===== src/hdl/fspg_pkg.sv =====
// fspg_pkg: constants, stage payload types and shared arithmetic helpers
// for the flame sprite pixel generator; no dependencies
package fspg_pkg;

  localparam int unsigned RowMax     = 63;   // bottom row, h = RowMax - row
  localparam int unsigned CenterCol  = 16;
  localparam int unsigned FullLevel  = 255;
  localparam int unsigned FadeStart  = 10;   // h below this is full level
  localparam int unsigned FadeEnd    = 42;   // h at or above this is dark
  localparam int unsigned FadeShift  = 5;    // fade slope is 255 / 32
  localparam int unsigned WidthMax   = 13;
  localparam int unsigned WidthSteps = 12;
  // h * 12 / 42 == (h * 294) >> 10 for h in 0..63
  localparam int unsigned WidthRecip = 294;
  localparam int unsigned WidthShift = 10;
  localparam int unsigned HashColMul = 7;
  localparam int unsigned HashRowMul = 13;
  localparam logic [31:0] HashMul    = 32'd2654435761;
  localparam int unsigned EdgeBand   = 4;
  // x / 3 == (x * 171) >> 9 for 8-bit x
  localparam int unsigned ThirdRecip = 171;
  localparam int unsigned ThirdShift = 9;
  localparam int unsigned Thresh     = 20;
  localparam int unsigned BaseLevel  = 220;
  localparam int unsigned SpanLevel  = 35;

  localparam int unsigned QuotBits        = 8;
  localparam int unsigned DivBitsPerStage = 2;
  localparam int unsigned NumDivStages    = QuotBits / DivBitsPerStage;

  // geometry and hash results handed to the divider
  typedef struct packed {
    logic        kill;       // outside the flame, pixel is transparent
    logic        near_edge;  // within the flicker band of the edge
    logic [7:0]  v;          // vertical level
    logic [15:0] num;        // d*d*255
    logic [7:0]  den;        // w*w
    logic [7:0]  hbyte;      // top byte of the flicker hash
  } geo_t;

  // one stage of the restoring divider
  typedef struct packed {
    logic        kill;
    logic [7:0]  v;
    logic [7:0]  n;          // flicker noise
    logic [15:0] rem;
    logic [7:0]  den;
    logic [7:0]  q;
  } div_t;

  // floor(x / 255) for x up to 65279
  function automatic logic [7:0] div255(logic [15:0] x);
    logic [16:0] t;
    t = 17'(x) + 17'(x[15:8]) + 17'd1;
    return t[15:8];
  endfunction

  // DivBitsPerStage quotient bits, msb first, starting at bit top
  function automatic div_t div_step(div_t s, logic [2:0] top);
    div_t        r;
    logic [2:0]  b;
    logic [15:0] sh;
    logic        take;
    r = s;
    for (int unsigned j = 0; j < DivBitsPerStage; j++) begin
      b    = top - 3'(j);
      sh   = 16'(r.den) << b;
      take = (r.rem >= sh);
      if (take) begin
        r.rem = r.rem - sh;
      end
      r.q = {r.q[6:0], take};
    end
    return r;
  endfunction

endpackage


===== src/hdl/fspg_front.sv =====
// fspg_front: two pipeline stages, sprite geometry then squares and hash
// depends on fspg_pkg
module fspg_front (
  input  logic               clk_i,
  input  logic               rst_ni,
  input  logic [8:0]         phase_i,
  input  logic               in_valid_i,
  output logic               in_ready_o,
  input  logic [4:0]         column_i,
  input  logic [5:0]         row_i,
  output logic               out_valid_o,
  input  logic               out_ready_i,
  output fspg_pkg::geo_t     out_o
);

  // stage a: height, distance, vertical level, half width, hash sum
  logic [5:0]  h_a;
  logic [4:0]  dist_a;
  logic [12:0] fall_a;
  logic [7:0]  lvl_a;
  logic [14:0] sprod_a;
  logic [4:0]  s_a;
  logic [3:0]  w_a;
  logic [10:0] hsum_a;

  logic        vld_a_q, vld_b_q;
  logic        en_a, en_b;
  logic        kill_a_d, kill_a_q;
  logic [4:0]  dist_a_q;
  logic [3:0]  w_a_q;
  logic [7:0]  lvl_a_q;
  logic [10:0] hsum_a_q;

  // stage b
  logic [8:0]  dd_b;
  logic [31:0] hash_b;
  fspg_pkg::geo_t geo_b_d, geo_b_q;

  assign en_b       = !vld_b_q || out_ready_i;
  assign en_a       = !vld_a_q || en_b;
  assign in_ready_o = en_a;

  always_comb begin
    h_a     = 6'(fspg_pkg::RowMax) - row_i;
    dist_a  = (column_i >= 5'(fspg_pkg::CenterCol)) ? column_i - 5'(fspg_pkg::CenterCol)
                                                    : 5'(fspg_pkg::CenterCol) - column_i;
    fall_a  = 13'(h_a - 6'(fspg_pkg::FadeStart)) * 13'(fspg_pkg::FullLevel);
    if (h_a < 6'(fspg_pkg::FadeStart)) begin
      lvl_a = 8'(fspg_pkg::FullLevel);
    end else if (h_a < 6'(fspg_pkg::FadeEnd)) begin
      lvl_a = 8'(fspg_pkg::FullLevel) - 8'(fall_a >> fspg_pkg::FadeShift);
    end else begin
      lvl_a = 8'd0;
    end
    sprod_a = 15'(h_a) * 15'(fspg_pkg::WidthRecip);
    s_a     = 5'(sprod_a >> fspg_pkg::WidthShift);
    w_a     = (s_a >= 5'(fspg_pkg::WidthSteps)) ? 4'd1 : 4'(5'(fspg_pkg::WidthMax) - s_a);
    hsum_a  = 11'(column_i) * 11'(fspg_pkg::HashColMul)
            + 11'(h_a) * 11'(fspg_pkg::HashRowMul) + 11'(phase_i);
    kill_a_d = (dist_a > {1'b0, w_a}) || (lvl_a == 8'd0);
  end

  always_ff @(posedge clk_i or negedge rst_ni) begin
    if (!rst_ni) begin
      vld_a_q <= 1'b0;
    end else if (en_a) begin
      vld_a_q <= in_valid_i;
    end
  end

  always_ff @(posedge clk_i) begin
    if (en_a) begin
      kill_a_q <= kill_a_d;
      dist_a_q <= dist_a;
      w_a_q    <= w_a;
      lvl_a_q  <= lvl_a;
      hsum_a_q <= hsum_a;
    end
  end

  always_comb begin
    dd_b              = 9'(dist_a_q) * 9'(dist_a_q);
    hash_b            = 32'(hsum_a_q) * fspg_pkg::HashMul;
    geo_b_d.kill      = kill_a_q;
    geo_b_d.near_edge = (({1'b0, w_a_q} - dist_a_q) < 5'(fspg_pkg::EdgeBand));
    geo_b_d.v         = lvl_a_q;
    geo_b_d.num       = 16'(dd_b) * 16'(fspg_pkg::FullLevel);
    geo_b_d.den       = 8'(w_a_q) * 8'(w_a_q);
    geo_b_d.hbyte     = hash_b[31:24];
  end

  always_ff @(posedge clk_i or negedge rst_ni) begin
    if (!rst_ni) begin
      vld_b_q <= 1'b0;
    end else if (en_b) begin
      vld_b_q <= vld_a_q;
    end
  end

  always_ff @(posedge clk_i) begin
    if (en_b) begin
      geo_b_q <= geo_b_d;
    end
  end

  assign out_valid_o = vld_b_q;
  assign out_o       = geo_b_q;

endmodule


===== src/hdl/fspg_div.sv =====
// fspg_div: pipelined restoring divider for d*d*255 / (w*w), plus noise scale
// depends on fspg_pkg
module fspg_div (
  input  logic               clk_i,
  input  logic               rst_ni,
  input  logic               in_valid_i,
  output logic               in_ready_o,
  input  fspg_pkg::geo_t     in_i,
  output logic               out_valid_o,
  input  logic               out_ready_i,
  output fspg_pkg::div_t     out_o
);

  localparam int unsigned N = fspg_pkg::NumDivStages;

  fspg_pkg::div_t stg_d [N];
  fspg_pkg::div_t stg_q [N];
  logic [N-1:0]   vld_q;
  logic [N:0]     en;
  fspg_pkg::div_t init;
  logic [15:0]    third;

  always_comb begin
    en[N] = out_ready_i;
    for (int k = N - 1; k >= 0; k--) begin
      en[k] = !vld_q[k] || en[k+1];
    end
  end

  assign in_ready_o = en[0];

  always_comb begin
    third     = 16'(in_i.hbyte) * 16'(fspg_pkg::ThirdRecip);
    init.kill = in_i.kill;
    init.v    = in_i.v;
    init.n    = in_i.near_edge ? 8'(third >> fspg_pkg::ThirdShift) : 8'd0;
    init.rem  = in_i.num;
    init.den  = in_i.den;
    init.q    = 8'd0;
  end

  // stage valid bits
  always_ff @(posedge clk_i or negedge rst_ni) begin
    if (!rst_ni) begin
      vld_q <= '0;
    end else begin
      if (en[0]) begin
        vld_q[0] <= in_valid_i;
      end
      for (int k = 1; k < N; k++) begin
        if (en[k]) begin
          vld_q[k] <= vld_q[k-1];
        end
      end
    end
  end

  for (genvar k = 0; k < N; k++) begin : g_stage
    localparam logic [2:0] Top = 3'(fspg_pkg::QuotBits - 1 - k * fspg_pkg::DivBitsPerStage);

    always_comb begin
      if (k == 0) begin
        stg_d[k] = fspg_pkg::div_step(init, Top);
      end else begin
        stg_d[k] = fspg_pkg::div_step(stg_q[(k == 0) ? 0 : k - 1], Top);
      end
    end

    always_ff @(posedge clk_i) begin
      if (en[k]) begin
        stg_q[k] <= stg_d[k];
      end
    end
  end

  assign out_valid_o = vld_q[N-1];
  assign out_o       = stg_q[N-1];

endmodule


===== src/hdl/fspg_back.sv =====
// fspg_back: three pipeline stages, level product, noise subtract, threshold
// depends on fspg_pkg
module fspg_back (
  input  logic               clk_i,
  input  logic               rst_ni,
  input  logic               in_valid_i,
  output logic               in_ready_o,
  input  fspg_pkg::div_t     in_i,
  output logic               out_valid_o,
  input  logic               out_ready_i,
  output logic [7:0]         intensity_o
);

  logic        en_c, en_d, en_e;
  logic        vld_c_q, vld_d_q, vld_e_q;

  logic [7:0]  hz_c;
  logic [15:0] prod_c_d, prod_c_q;
  logic        kill_c_q;
  logic [7:0]  n_c_q;

  logic [7:0]  p_d;
  logic [7:0]  raw_d_d, raw_d_q;

  logic [15:0] span_e;
  logic [7:0]  res_e_d, res_e_q;

  assign en_e       = !vld_e_q || out_ready_i;
  assign en_d       = !vld_d_q || en_e;
  assign en_c       = !vld_c_q || en_d;
  assign in_ready_o = en_c;

  // stage c: vertical level times horizontal falloff
  always_comb begin
    hz_c     = 8'(fspg_pkg::FullLevel) - in_i.q;
    prod_c_d = 16'(in_i.v) * 16'(hz_c);
  end

  // stage d: scale back to 8 bits, subtract flicker with a floor at zero, zero killed pixels
  always_comb begin
    p_d = fspg_pkg::div255(prod_c_q);
    if (!kill_c_q && (p_d > n_c_q)) begin
      raw_d_d = p_d - n_c_q;
    end else begin
      raw_d_d = 8'd0;
    end
  end

  // stage e: hard threshold, then map surviving levels into BaseLevel..BaseLevel+SpanLevel
  always_comb begin
    span_e = 16'(raw_d_q) * 16'(fspg_pkg::SpanLevel);
    if (raw_d_q < 8'(fspg_pkg::Thresh)) begin
      res_e_d = 8'd0;
    end else begin
      res_e_d = 8'(fspg_pkg::BaseLevel) + fspg_pkg::div255(span_e);
    end
  end

  always_ff @(posedge clk_i or negedge rst_ni) begin
    if (!rst_ni) begin
      vld_c_q <= 1'b0;
      vld_d_q <= 1'b0;
      vld_e_q <= 1'b0;
    end else begin
      if (en_c) begin
        vld_c_q <= in_valid_i;
      end
      if (en_d) begin
        vld_d_q <= vld_c_q;
      end
      if (en_e) begin
        vld_e_q <= vld_d_q;
      end
    end
  end

  always_ff @(posedge clk_i) begin
    if (en_c) begin
      prod_c_q <= prod_c_d;
      kill_c_q <= in_i.kill;
      n_c_q    <= in_i.n;
    end
    if (en_d) begin
      raw_d_q <= raw_d_d;
    end
    if (en_e) begin
      res_e_q <= res_e_d;
    end
  end

  assign out_valid_o = vld_e_q;
  assign intensity_o = res_e_q;

endmodule


===== src/hdl/flame_sprite_pixel_generator_top.sv =====
// flame_sprite_pixel_generator_top: nine-stage pixel pipeline and phase register
// depends on fspg_pkg, fspg_front, fspg_div, fspg_back
// throughput: one pixel per cycle while out_ready_i is high, set by the nine register
//   stages, each stage advancing whenever it is empty or the stage after it moves
// reset: rst_ni clears all stage valid bits and the noise phase to 0
module flame_sprite_pixel_generator_top (
  input  logic       clk_i,
  input  logic       rst_ni,
  // noise phase register
  input  logic       noise_phase_we_i,
  input  logic [8:0] noise_phase_i,
  // pixel coordinate channel
  input  logic       in_valid_i,
  output logic       in_ready_o,
  input  logic [4:0] column_i,
  input  logic [5:0] row_i,
  // intensity channel
  output logic       out_valid_o,
  input  logic       out_ready_i,
  output logic [7:0] intensity_o
);

  // phase must only be written while the pipeline is empty; the block does not enforce it
  logic [8:0] phase_q;

  always_ff @(posedge clk_i or negedge rst_ni) begin
    if (!rst_ni) begin
      phase_q <= 9'd0;
    end else if (noise_phase_we_i) begin
      phase_q <= noise_phase_i;
    end
  end

  // front to divider
  logic           geo_valid, geo_ready;
  fspg_pkg::geo_t geo;
  // divider to back end
  logic           div_valid, div_ready;
  fspg_pkg::div_t quo;

  // stages 1-2: height, distance, fade level, half width, squares, hash
  fspg_front u_front (
    .clk_i       (clk_i),
    .rst_ni      (rst_ni),
    .phase_i     (phase_q),
    .in_valid_i  (in_valid_i),
    .in_ready_o  (in_ready_o),
    .column_i    (column_i),
    .row_i       (row_i),
    .out_valid_o (geo_valid),
    .out_ready_i (geo_ready),
    .out_o       (geo)
  );

  // stages 3-6: two quotient bits per stage for the horizontal falloff
  fspg_div u_div (
    .clk_i       (clk_i),
    .rst_ni      (rst_ni),
    .in_valid_i  (geo_valid),
    .in_ready_o  (geo_ready),
    .in_i        (geo),
    .out_valid_o (div_valid),
    .out_ready_i (div_ready),
    .out_o       (quo)
  );

  // stages 7-9: product, flicker subtract, threshold; stage 9 is the output register
  fspg_back u_back (
    .clk_i       (clk_i),
    .rst_ni      (rst_ni),
    .in_valid_i  (div_valid),
    .in_ready_o  (div_ready),
    .in_i        (quo),
    .out_valid_o (out_valid_o),
    .out_ready_i (out_ready_i),
    .intensity_o (intensity_o)
  );

endmodule


===== config.mk =====
export PLATFORM = sky130hd
export DESIGN_NAME = flame_sprite_pixel_generator_top
export DESIGN_NICKNAME = d
export VERILOG_FILES = /design/src/hdl/fspg_pkg.sv /design/src/hdl/fspg_front.sv /design/src/hdl/fspg_div.sv /design/src/hdl/fspg_back.sv /design/src/hdl/flame_sprite_pixel_generator_top.sv
export SDC_FILE = /design/constraint.sdc
export NUM_CORES = 1
export LEC_CHECK = 0
export BUFFER_PORTS_ARGS = -buffer_cell sky130_fd_sc_hd__buf_2
export CAP_MARGIN = 20
export CORE_MARGIN = 5
export CORE_UTILIZATION = 41
export DETAILED_ROUTE_END_ITERATION = 7
export PLACE_DENSITY = 0.54
export SYNTH_ARGS = -nofsm -noshare
export SYNTH_HDL_FRONTEND = slang
export SYNTH_SLANG_ARGS = --single-unit

===== constraint.sdc =====
create_clock -name clk_i -period 6.25 [get_ports clk_i]
set_input_delay 0 -clock clk_i [delete_from_list [all_inputs] [get_ports clk_i]]
set_output_delay 0 -clock clk_i [all_outputs]
set_load 0.01 [all_outputs]

# ---- Word-level counts from Yosys, hierarchy flattened
# Memory sizes are Yosys's and may differ from the RTL's.
# Index checks and enable logic that the tools add are counted.
# W data, S select, Z words.
dict set report classes {
  add_sub_neg 24
  n_mul 11
  magnitude_cmp 16
  n_mux 21
  n_reduce_logical 22
}
# operator count
set op_table {}
lappend op_table {{$mux W16} 8}
lappend op_table {{$add A16 B1 Y16 const B} 2}
lappend op_table {{$mul A11 B32 Y32 const B} 1}
lappend op_table {{$add A16 B8 Y16} 1}
lappend op_table {{$ge A16 B10 Y1} 1}
lappend op_table {{$ge A16 B11 Y1} 1}
lappend op_table {{$ge A16 B12 Y1} 1}
lappend op_table {{$ge A16 B13 Y1} 1}
lappend op_table {{$ge A16 B14 Y1} 1}
lappend op_table {{$ge A16 B15 Y1} 1}
lappend op_table {{$ge A16 B8 Y1} 1}
lappend op_table {{$ge A16 B9 Y1} 1}
lappend op_table {{$mul A8 B8 Y16} 1}
lappend op_table {{$mul A8 B8 Y16 const B} 1}
lappend op_table {{$mul A9 B8 Y16 const B} 1}
lappend op_table {{$mux W8} 2}
lappend op_table {{$sub A16 B10 Y16} 1}
lappend op_table {{$sub A16 B11 Y16} 1}
lappend op_table {{$sub A16 B12 Y16} 1}
lappend op_table {{$sub A16 B13 Y16} 1}
lappend op_table {{$sub A16 B14 Y16} 1}
lappend op_table {{$sub A16 B15 Y16} 1}
lappend op_table {{$sub A16 B8 Y16} 1}
lappend op_table {{$sub A16 B9 Y16} 1}
lappend op_table {{35 further kinds} 61}
dict set report totals {
  reg_bits 130
  ram_bits 196
  output_inout_bits 10
  mem_count 1
}
# name words word_bits read_ports rd_clocked_by_memory_dff wr line
set mem_list {}
lappend mem_list {u_div.stg_q 4 49 4 0 4 fspg_div.sv:17} ;# fspg_pkg::div_t stg_q [N];

# ---- Logic depth before layout (Yosys ltp)
# Gate-level depths: netlist (run 1).
dict set report depth {
  word_depth 10
  depth_mapped 29
  ltp_nobuf 28
}

# ---- Modules after synthesis
# Synthesis (run 1) repeated with hierarchy kept, for this count alone.
dict set report hier_totals {
  hier_cells 2572
  area_unflattened_um2 28125.7
}
# mod instances cells_each area_per_inst_um2 seq_area_each_um2
set by_module_without_submodules {}
lappend by_module_without_submodules {fspg_front 1 1060 11387.2 2122.0}
lappend by_module_without_submodules {fspg_div 1 960 11090.6 5505.3}
lappend by_module_without_submodules {fspg_back 1 533 5276.3 1306.3}
lappend by_module_without_submodules {flame_sprite_pixel_generator_top 1 19 371.6 225.2}

# ---- Worst setup path before layout (run 1)
# OpenSTA, ideal clock, no wires.
dict set report synth_timing {
  path_kind {flip-flop to flip-flop}
  from {register u_front.dist_a_q[0]}
  to {register u_front.geo_b_q, in the netlist u_front.out_o[30] (data pin)}
  setup_time_ps 258
  arrival_ps 6591
  required_time_ps 5992
  slack_ps -598
  path_stages_with_launch 27
  path_buffers 1
  synth_period_minus_slack_ps 6848
  cell_sequence {edfxtp_1 -> clkbuf_1 -> nand2_1 -> fa_1 -> inv_1 -> fa_1 -> ha_1 -> a31o_2 -> ha_1 -> inv_1 -> o21bai_1 -> a21o_1 -> a21o_1 -> xnor2_1 -> fa_1 -> inv_1 -> fa_1 -> fa_1 -> fa_1 -> inv_1 -> ha_1 -> a21boi_0 -> o21a_1 -> o21ai_0 -> nand2b_1 -> a21oi_1 -> xnor2_1}
}
# item line
set synth_lines {}
lappend synth_lines {{start: declaration} fspg_front.sv:29} ;# logic [4:0] dist_a_q;
lappend synth_lines {{start signal: assignment} fspg_front.sv:74} ;# dist_a_q <= dist_a;
lappend synth_lines {{end signal: assignment} fspg_front.sv:102} ;# geo_b_q <= geo_b_d;
lappend synth_lines {{end: declaration} fspg_front.sv:37} ;# fspg_pkg::geo_t geo_b_d, geo_b_q;

==> results.json, run 1 <==
{
  "fin_setup_tns_ns": 0,
  "root_buffer": "clkbuf_16",
  "fin_crit_ns": 6.190,
  "fp.coreArea_um2": 64460,
  "outcome": "completed",
  "async_flop_share_pct": 6.498,
  "finalHoldViolations": 0,
  "synth_edf_count": 259,
  "ys_ff_latch": 277,
  "clk_latency_ns": 0.55,
  "yosys_most_used_dff": "edfxtp_1",
  "antenna_left": 0,
  "start_kind": "flip-flop",
  "antenna_found_initial": 0,
  "yosys-top-cells-area": "edfxtp_1 29%, ha_1 19%, fa_1 18%, inv_1 6.6%, xnor2_1 3.5%",
  "syn_inst": 2474,
  "dpl.hpwl_um": 42390,
  "yosysWarnings": 0,
  "drt-total-wl_um": 51060,
  "dpl.cell_count": 3392,
  "dieArea_um2": 70190,
  "drc_errors": 0,
  "crit_arrival_ns": 6.47,
  "cts_sinks": 277,
  "start_util_pct": 41.33,
  "vias": 17300,
  "nets": 3277,
  "max_slew_margin_pct": 22.95,
  "final_layout_size_suffix_gt1_share_pct": 9.932,
  "htree_levels": 2,
  "drt_first_pass_iters": 5,
  "gp_routability_congestion": 0.8794,
  "maxCapViolations": 0,
  "routed_via_density": 4.939,
  "fillers": 6020,
  "skew_ns": 0.02176,
  "required_ns": 6.53,
  "synth-seq-area-share_pct": 30.88,
  "ff2ff_setup_slack_ns": 0.06,
  "io_buffer_count": 34,
  "path_class": "flip-flop to flip-flop",
  "cts_tree": "yes",
  "clk_pin_slew_ns": 0.06,
  "slew_violations": 0,
  "finalCritPeriodShare_pct": 99.04,
  "grt_pass1_vias": 18230,
  "die_h_um": 264.9,
  "hold_start": "column_i[2]",
  "min_path_cells": 3,
  "clockBufferDepth": 3,
  "setup_viol": 0,
  "fp.dieW_um": 264.9,
  "r2r_cells": 27,
  "cts_buffers": 36,
  "synthTopCellsByCount": "471 x inv_1, 397 x ha_1, 259 x edfxtp_1, 233 x fa_1, 118 x nor2_1",
  "fmax_mhz": 161.6,
  "rows": 93,
  "diodes": 0,
  "ios": 35,
  "reg2reg_to": "u_front.out_o[30]",
  "grt_max_degree": 46,
  "synth_area_per_cell_um2": 10.77,
  "rsz0062_at_grt": "true",
  "cp-end-kind": "flip-flop",
  "hold_class": "input pin to flip-flop",
  "hold_ws_ns": 0.05678,
  "drtIter0Drc": 568,
  "instances_no_fill": 3503,
  "critical_path.max_fanout": 3,
  "yosys.area.top_type_share_pct": 29.19,
  "area_growth_pct": 12.73,
  "seqCellArea_um2": 8228,
  "tightest_slew_ns": 1.140,
  "grt_overflow": 0,
  "whs_endpoint": "u_front.dist_a_q[2]",
  "multi_input_area_um2": 16820,
  "grt_pass1_wl_um": 87620,
  "wl_per_cell_um": 14.57,
  "synth.distinct_cells": 93,
  "r2r-start": "u_front.dist_a_q[2]",
  "grt_usage_pct": 14.80,
  "synth.most_common_cell": "inv_1",
  "synth.cell_area_um2": 26650,
  "yosysTopAreaCell": "edfxtp_1"
}
[cell usage in the layout, fill, tap and decap left out, types with 18 or more instances in the layout]
master / instances
inv_1: 459
ha_1: 390
edfxtp_1: 259
fa_1: 232
nor2_1: 116
a21oi_1: 107
xnor2_1: 103
nand2_1: 85
o21ai_0: 81
nor2b_1: 69
nand2b_1: 57
buf_4: 57
a21o_1: 48
xor2_1: 36
clkbuf_16: 36
nor3_1: 35
buf_2: 34
dlygate4sd3_1: 31
o21a_1: 29
mux2_2: 26
and2_1: 21
nand3_1: 18
dfrtp_1: 18
[worst max-delay path: stages (launching register included)]
cell	delay (ns)
edfxtp_1	0.36
inv_2	0.05
fa_1	0.54
inv_2	0.04
fa_1	0.44
ha_1	0.28
a31o_2	0.26
ha_4	0.28
inv_4	0.04
o21bai_4	0.13
xor2_2	0.10
fa_1	0.52
inv_2	0.05
fa_1	0.50
inv_2	0.04
fa_1	0.49
inv_2	0.04
fa_1	0.54
inv_2	0.05
ha_4	0.22
a21boi_4	0.14
o21ai_2	0.17
a21boi_2	0.08
o21a_1	0.18
o21ai_1	0.12
nand2b_1	0.08
a21oi_2	0.13
xnor2_1	0.08
[final cells by class]
class | instances | area share, %
Clock buffer | 41 | 3.062
Clock inverter | 23 | 0.9706
Inverter | 474 | 5.932
Multi-Input combinational cell | 1710 | 55.99
Sequential cell | 277 | 27.39
Tap cell | 855 | 3.562
Timing Repair Buffer | 123 | 3.091
[metrics by stage]
step                      cell area [µm²]  worst slack, ns  utilization (%)
after detailed placement            28270          -0.2138            43.85
final                               30040          0.06030            46.59
after CTS                           29920          -0.1412            46.42
after global placement              28270          -0.1661            43.85
after floorplan                     26780          -0.1257                -
after global routing                30040          -0.2443            46.59
[what timing repair did]
item / CTS / global route
pin swaps: 29 / 24
hold buffers: 32 / 0
gates cloned: 0 / 0
buffers inserted: 7 / 8
endpoints found under the hold margin: 35 / 0
endpoints found under the setup margin: 3 / 10
gates resized for setup: 18 / 11
[metal layers]
layer	global-route usage, %	share of wire, %	wire (µm)	vias to the layer above
met1	19.93	47	24240	8382
met4	4.014	2.4	1212	0
met5	0	0	0	-
met2	25.38	48	24430	168
li1	-	-	-	8676
met3	1.856	2.3	1172	75
[state kept, by name, indices dropped and copies added (netlist names)]
| name | flops |
|---|---|
| u_back.out_valid_o | 1 |
| u_front.w_a_q | 4 |
| u_back.n_c_q | 7 |
| u_front.kill_a_q | 1 |
| u_front.hsum_a_q | 11 |
| u_div.stg_q | 150 |
| u_front.vld_a_q | 1 |
| u_front.dist_a_q | 5 |
| u_back.prod_c_q | 16 |
| u_back.raw_d_q | 8 |
| u_back.vld_c_q | 1 |
| u_div.vld_q | 4 |
| u_back.intensity_o | 8 |
| u_back.kill_c_q | 1 |
| phase_q | 9 |
| u_front.out_o | 40 |
| u_back.vld_d_q | 1 |
| u_front.lvl_a_q | 8 |
| u_front.out_valid_o | 1 |
[worst max-delay path by stage]
stage | start | endpoint
floorplan | u_front.dist_a_q[0] | u_front.out_o[31]
global placement | u_front.dist_a_q[2] | u_front.out_o[30]
detailed placement | u_front.dist_a_q[2] | u_front.out_o[30]
CTS | u_front.dist_a_q[0] | u_front.out_o[30]
global route | u_front.dist_a_q[2] | u_front.out_o[31]
finish | u_front.dist_a_q[2] | u_front.out_o[30]
[cells by family after synthesis]
group / Yosys count / synth area share, %
and+or+nand+nor: 503 / 10.13
muxes: 33 / 1.381
adders and majority gates: 630 / 36.15
buffers and inverters: 488 / 6.945
xor gates and xnor gates: 147 / 4.916
DFF: 277 / 30.88
other: 2 / 0.02818
AOI/OAI and AO/OA: 394 / 9.570
Power of run 1 is left out: the tool's default activity adds up to more than one toggle a clock period on the data nets, which glitch-free logic cannot reach.
==> run 2: changes to the inputs <==
==> constraint.sdc (replaced) <==
create_clock -name clk_i -period 6.25 [get_ports clk_i]
set_input_delay 0.625 -clock clk_i [delete_from_list [all_inputs] [get_ports clk_i]]
set_output_delay 0.625 -clock clk_i [all_outputs]
set_load 0.01 [all_outputs]
==> run 2 against run 1 <==
  * The run now ends with setup timing left
  * Highest routed layer unchanged
  * Sequential share of layout area rose by 0.35 points
  * Die area did not move
  * Final area decreased by 1.2%
  * First-iteration DRC count shrank 1.4%
  * Critical path depth is 2 lower
  * Flip-flop and latch count stayed put
  * Via count decreased by 1.2%
  * Clock skew rose by 0.0013 ns
  * Global-route usage decreased by 0.073 points
  * Setup slack got worse by 0.10 ns
  * Worst hold slack gained 0.017 ns
  * Core utilization shrank 0.58 points
==> results.json, run 2 (same netlist as run 1, synthesis figures left out) <==
{
  "grt_overflow": 0,
  "diodes": 0,
  "outcome": "finished, violations left",
  "finalHoldViolations": 0,
  "final_common_cell": "inv_1",
  "grt_max_degree": 46,
  "hold_ws_ns": 0.07397,
  "nets": 3240,
  "drt-total-wl_um": 50920,
  "maxCapViolations": 0,
  "hold_class": "input pin to async pin",
  "start_util_pct": 41.33,
  "max_slew_margin_pct": 20.84,
  "fin_ws_ns": -0.04252,
  "required_ns": 6.54,
  "tightest_slew_ns": 1.171,
  "grt_pass1_vias": 17980,
  "cts_sinks": 277,
  "dp_slack_ns": -0.1842,
  "clk_pin_slew_ns": 0.06,
  "clockBufferDepth": 3,
  "setup_viol": 1,
  "violations": "setup timing",
  "fin_setup_tns_ns": -0.04252,
  "rows": 93,
  "fin_area_um2": 29660,
  "mostFrequentLayoutCells": "463 x inv_1, 393 x ha_1, 259 x edfxtp_1",
  "grt_pass1_wl_um": 87000,
  "dpl.hpwl_um": 42110,
  "fp.dieW_um": 264.9,
  "start_kind": "flip-flop",
  "rsz0062_at_grt": "true",
  "fmax_mhz": 158.9,
  "place_area_um2": 28270,
  "drtIter0Drc": 560,
  "drt_first_pass_iters": 5,
  "antenna_left": 0,
  "critical_path.max_fanout": 3,
  "finalCritPeriodShare_pct": 100.7,
  "die_h_um": 264.9,
  "cp-end-kind": "flip-flop",
  "crit_arrival_ns": 6.58,
  "vias": 17100,
  "antenna_found_initial": 0,
  "gp_routability_congestion": 0.8507,
  "skew_ns": 0.02304,
  "dieArea_um2": 70190,
  "grt_usage_pct": 14.72,
  "routed_via_density": 4.931,
  "fp.coreArea_um2": 64460,
  "cts_buffers": 35,
  "cts_tree": "yes",
  "root_buffer": "clkbuf_16",
  "fin_crit_ns": 6.293,
  "path_class": "flip-flop to flip-flop",
  "final_layout_size_suffix_gt1_share_pct": 9.686,
  "area_growth_pct": 11.32,
  "wl_per_cell_um": 14.69,
  "clk_latency_ns": 0.54,
  "drc_errors": 0,
  "io_buffer_count": 34,
  "slew_violations": 0,
  "largest_register_ffs": 150,
  "top_register": "u_div.stg_q",
  "ios": 35,
  "htree_levels": 2
}
-- run 2: cell count changes in the layout (fill, tap and decap cells not counted), sizes merged --
cell	delta
dlygate4sd3	-31
buf	-5
clkinv	+4
inv	-3
clkbuf	-2
clkinvlp	+1
-- run 2: critical path, stage by stage (launching register included) --
cell and delay, ns:
edfxtp_1 0.34, nand2_1 0.10, fa_1 0.53, inv_2 0.04, fa_1 0.52, ha_1 0.22
a31o_2 0.25, ha_4 0.27, inv_4 0.07, o21bai_4 0.06, a21o_1 0.18, a21o_1 0.20
xnor2_4 0.15, fa_1 0.53, inv_1 0.05, fa_1 0.46, fa_1 0.50, fa_1 0.56
inv_2 0.05, ha_4 0.24, a21boi_2 0.15, o21a_1 0.19, o21ai_2 0.12, nand2b_1 0.07
a21oi_2 0.13, xnor2_1 0.07
-- run 2: final cells by class --
type | count | area [µm²]
clock buffers | 39 | 922.1
clock inverters | 25 | 285.3
fillers | 5994 | 34800
inverters | 474 | 1782
multi-input cells | 1710 | 16790
flip-flops and latches | 277 | 8228
well taps | 855 | 1070
repair buffers | 87 | 580.6
-- run 2: metal layers --
layer	share of wire [%]	track usage, %
met1	47	19.70
met2	47	24.94
met3	2.8	2.413
met4	2.7	4.084
met5	0	0
-- run 2: metrics by stage --
| step | utilization, % | std cells |
|---|---|---|
| final | 46.01 | 3467 |
| after global routing | 46.01 | 3467 |
| after CTS | 45.80 | 3460 |
| after detailed placement | 43.86 | 3393 |
| after global placement | 43.86 | 3393 |
| after floorplan | - | 2475 |
-- run 2: worst paths after layout --
kind	start	endpoint	slack [ns]	depth (start not counted)
worst max-delay path	u_front.dist_a_q[1]	u_front.out_o[30]	-0.04	25
worst min-delay path	rst_ni	phase_q[1]	0.07	1
worst max register to register	u_front.dist_a_q[1]	u_front.out_o[30]	-0.04	25
worst min register to register	u_div.stg_q[0][48]	u_div.stg_q[1][48]	0.41	0
max in group asynchronous	rst_ni	u_div.vld_q[0]	5.79	1
min in group clk_i	noise_phase_i[3]	phase_q[3]	0.30	3
-- run 2: timing repair --
| item | in CTS | in global routing |
|---|---|---|
| pin swaps | 7 | 9 |
| endpoints found under the setup margin | 3 | 9 |
| hold buffers | 0 | 0 |
| setup buffers | 3 | 5 |
| resized for setup | 7 | 16 |
Power of run 2 is left out for the same reason.
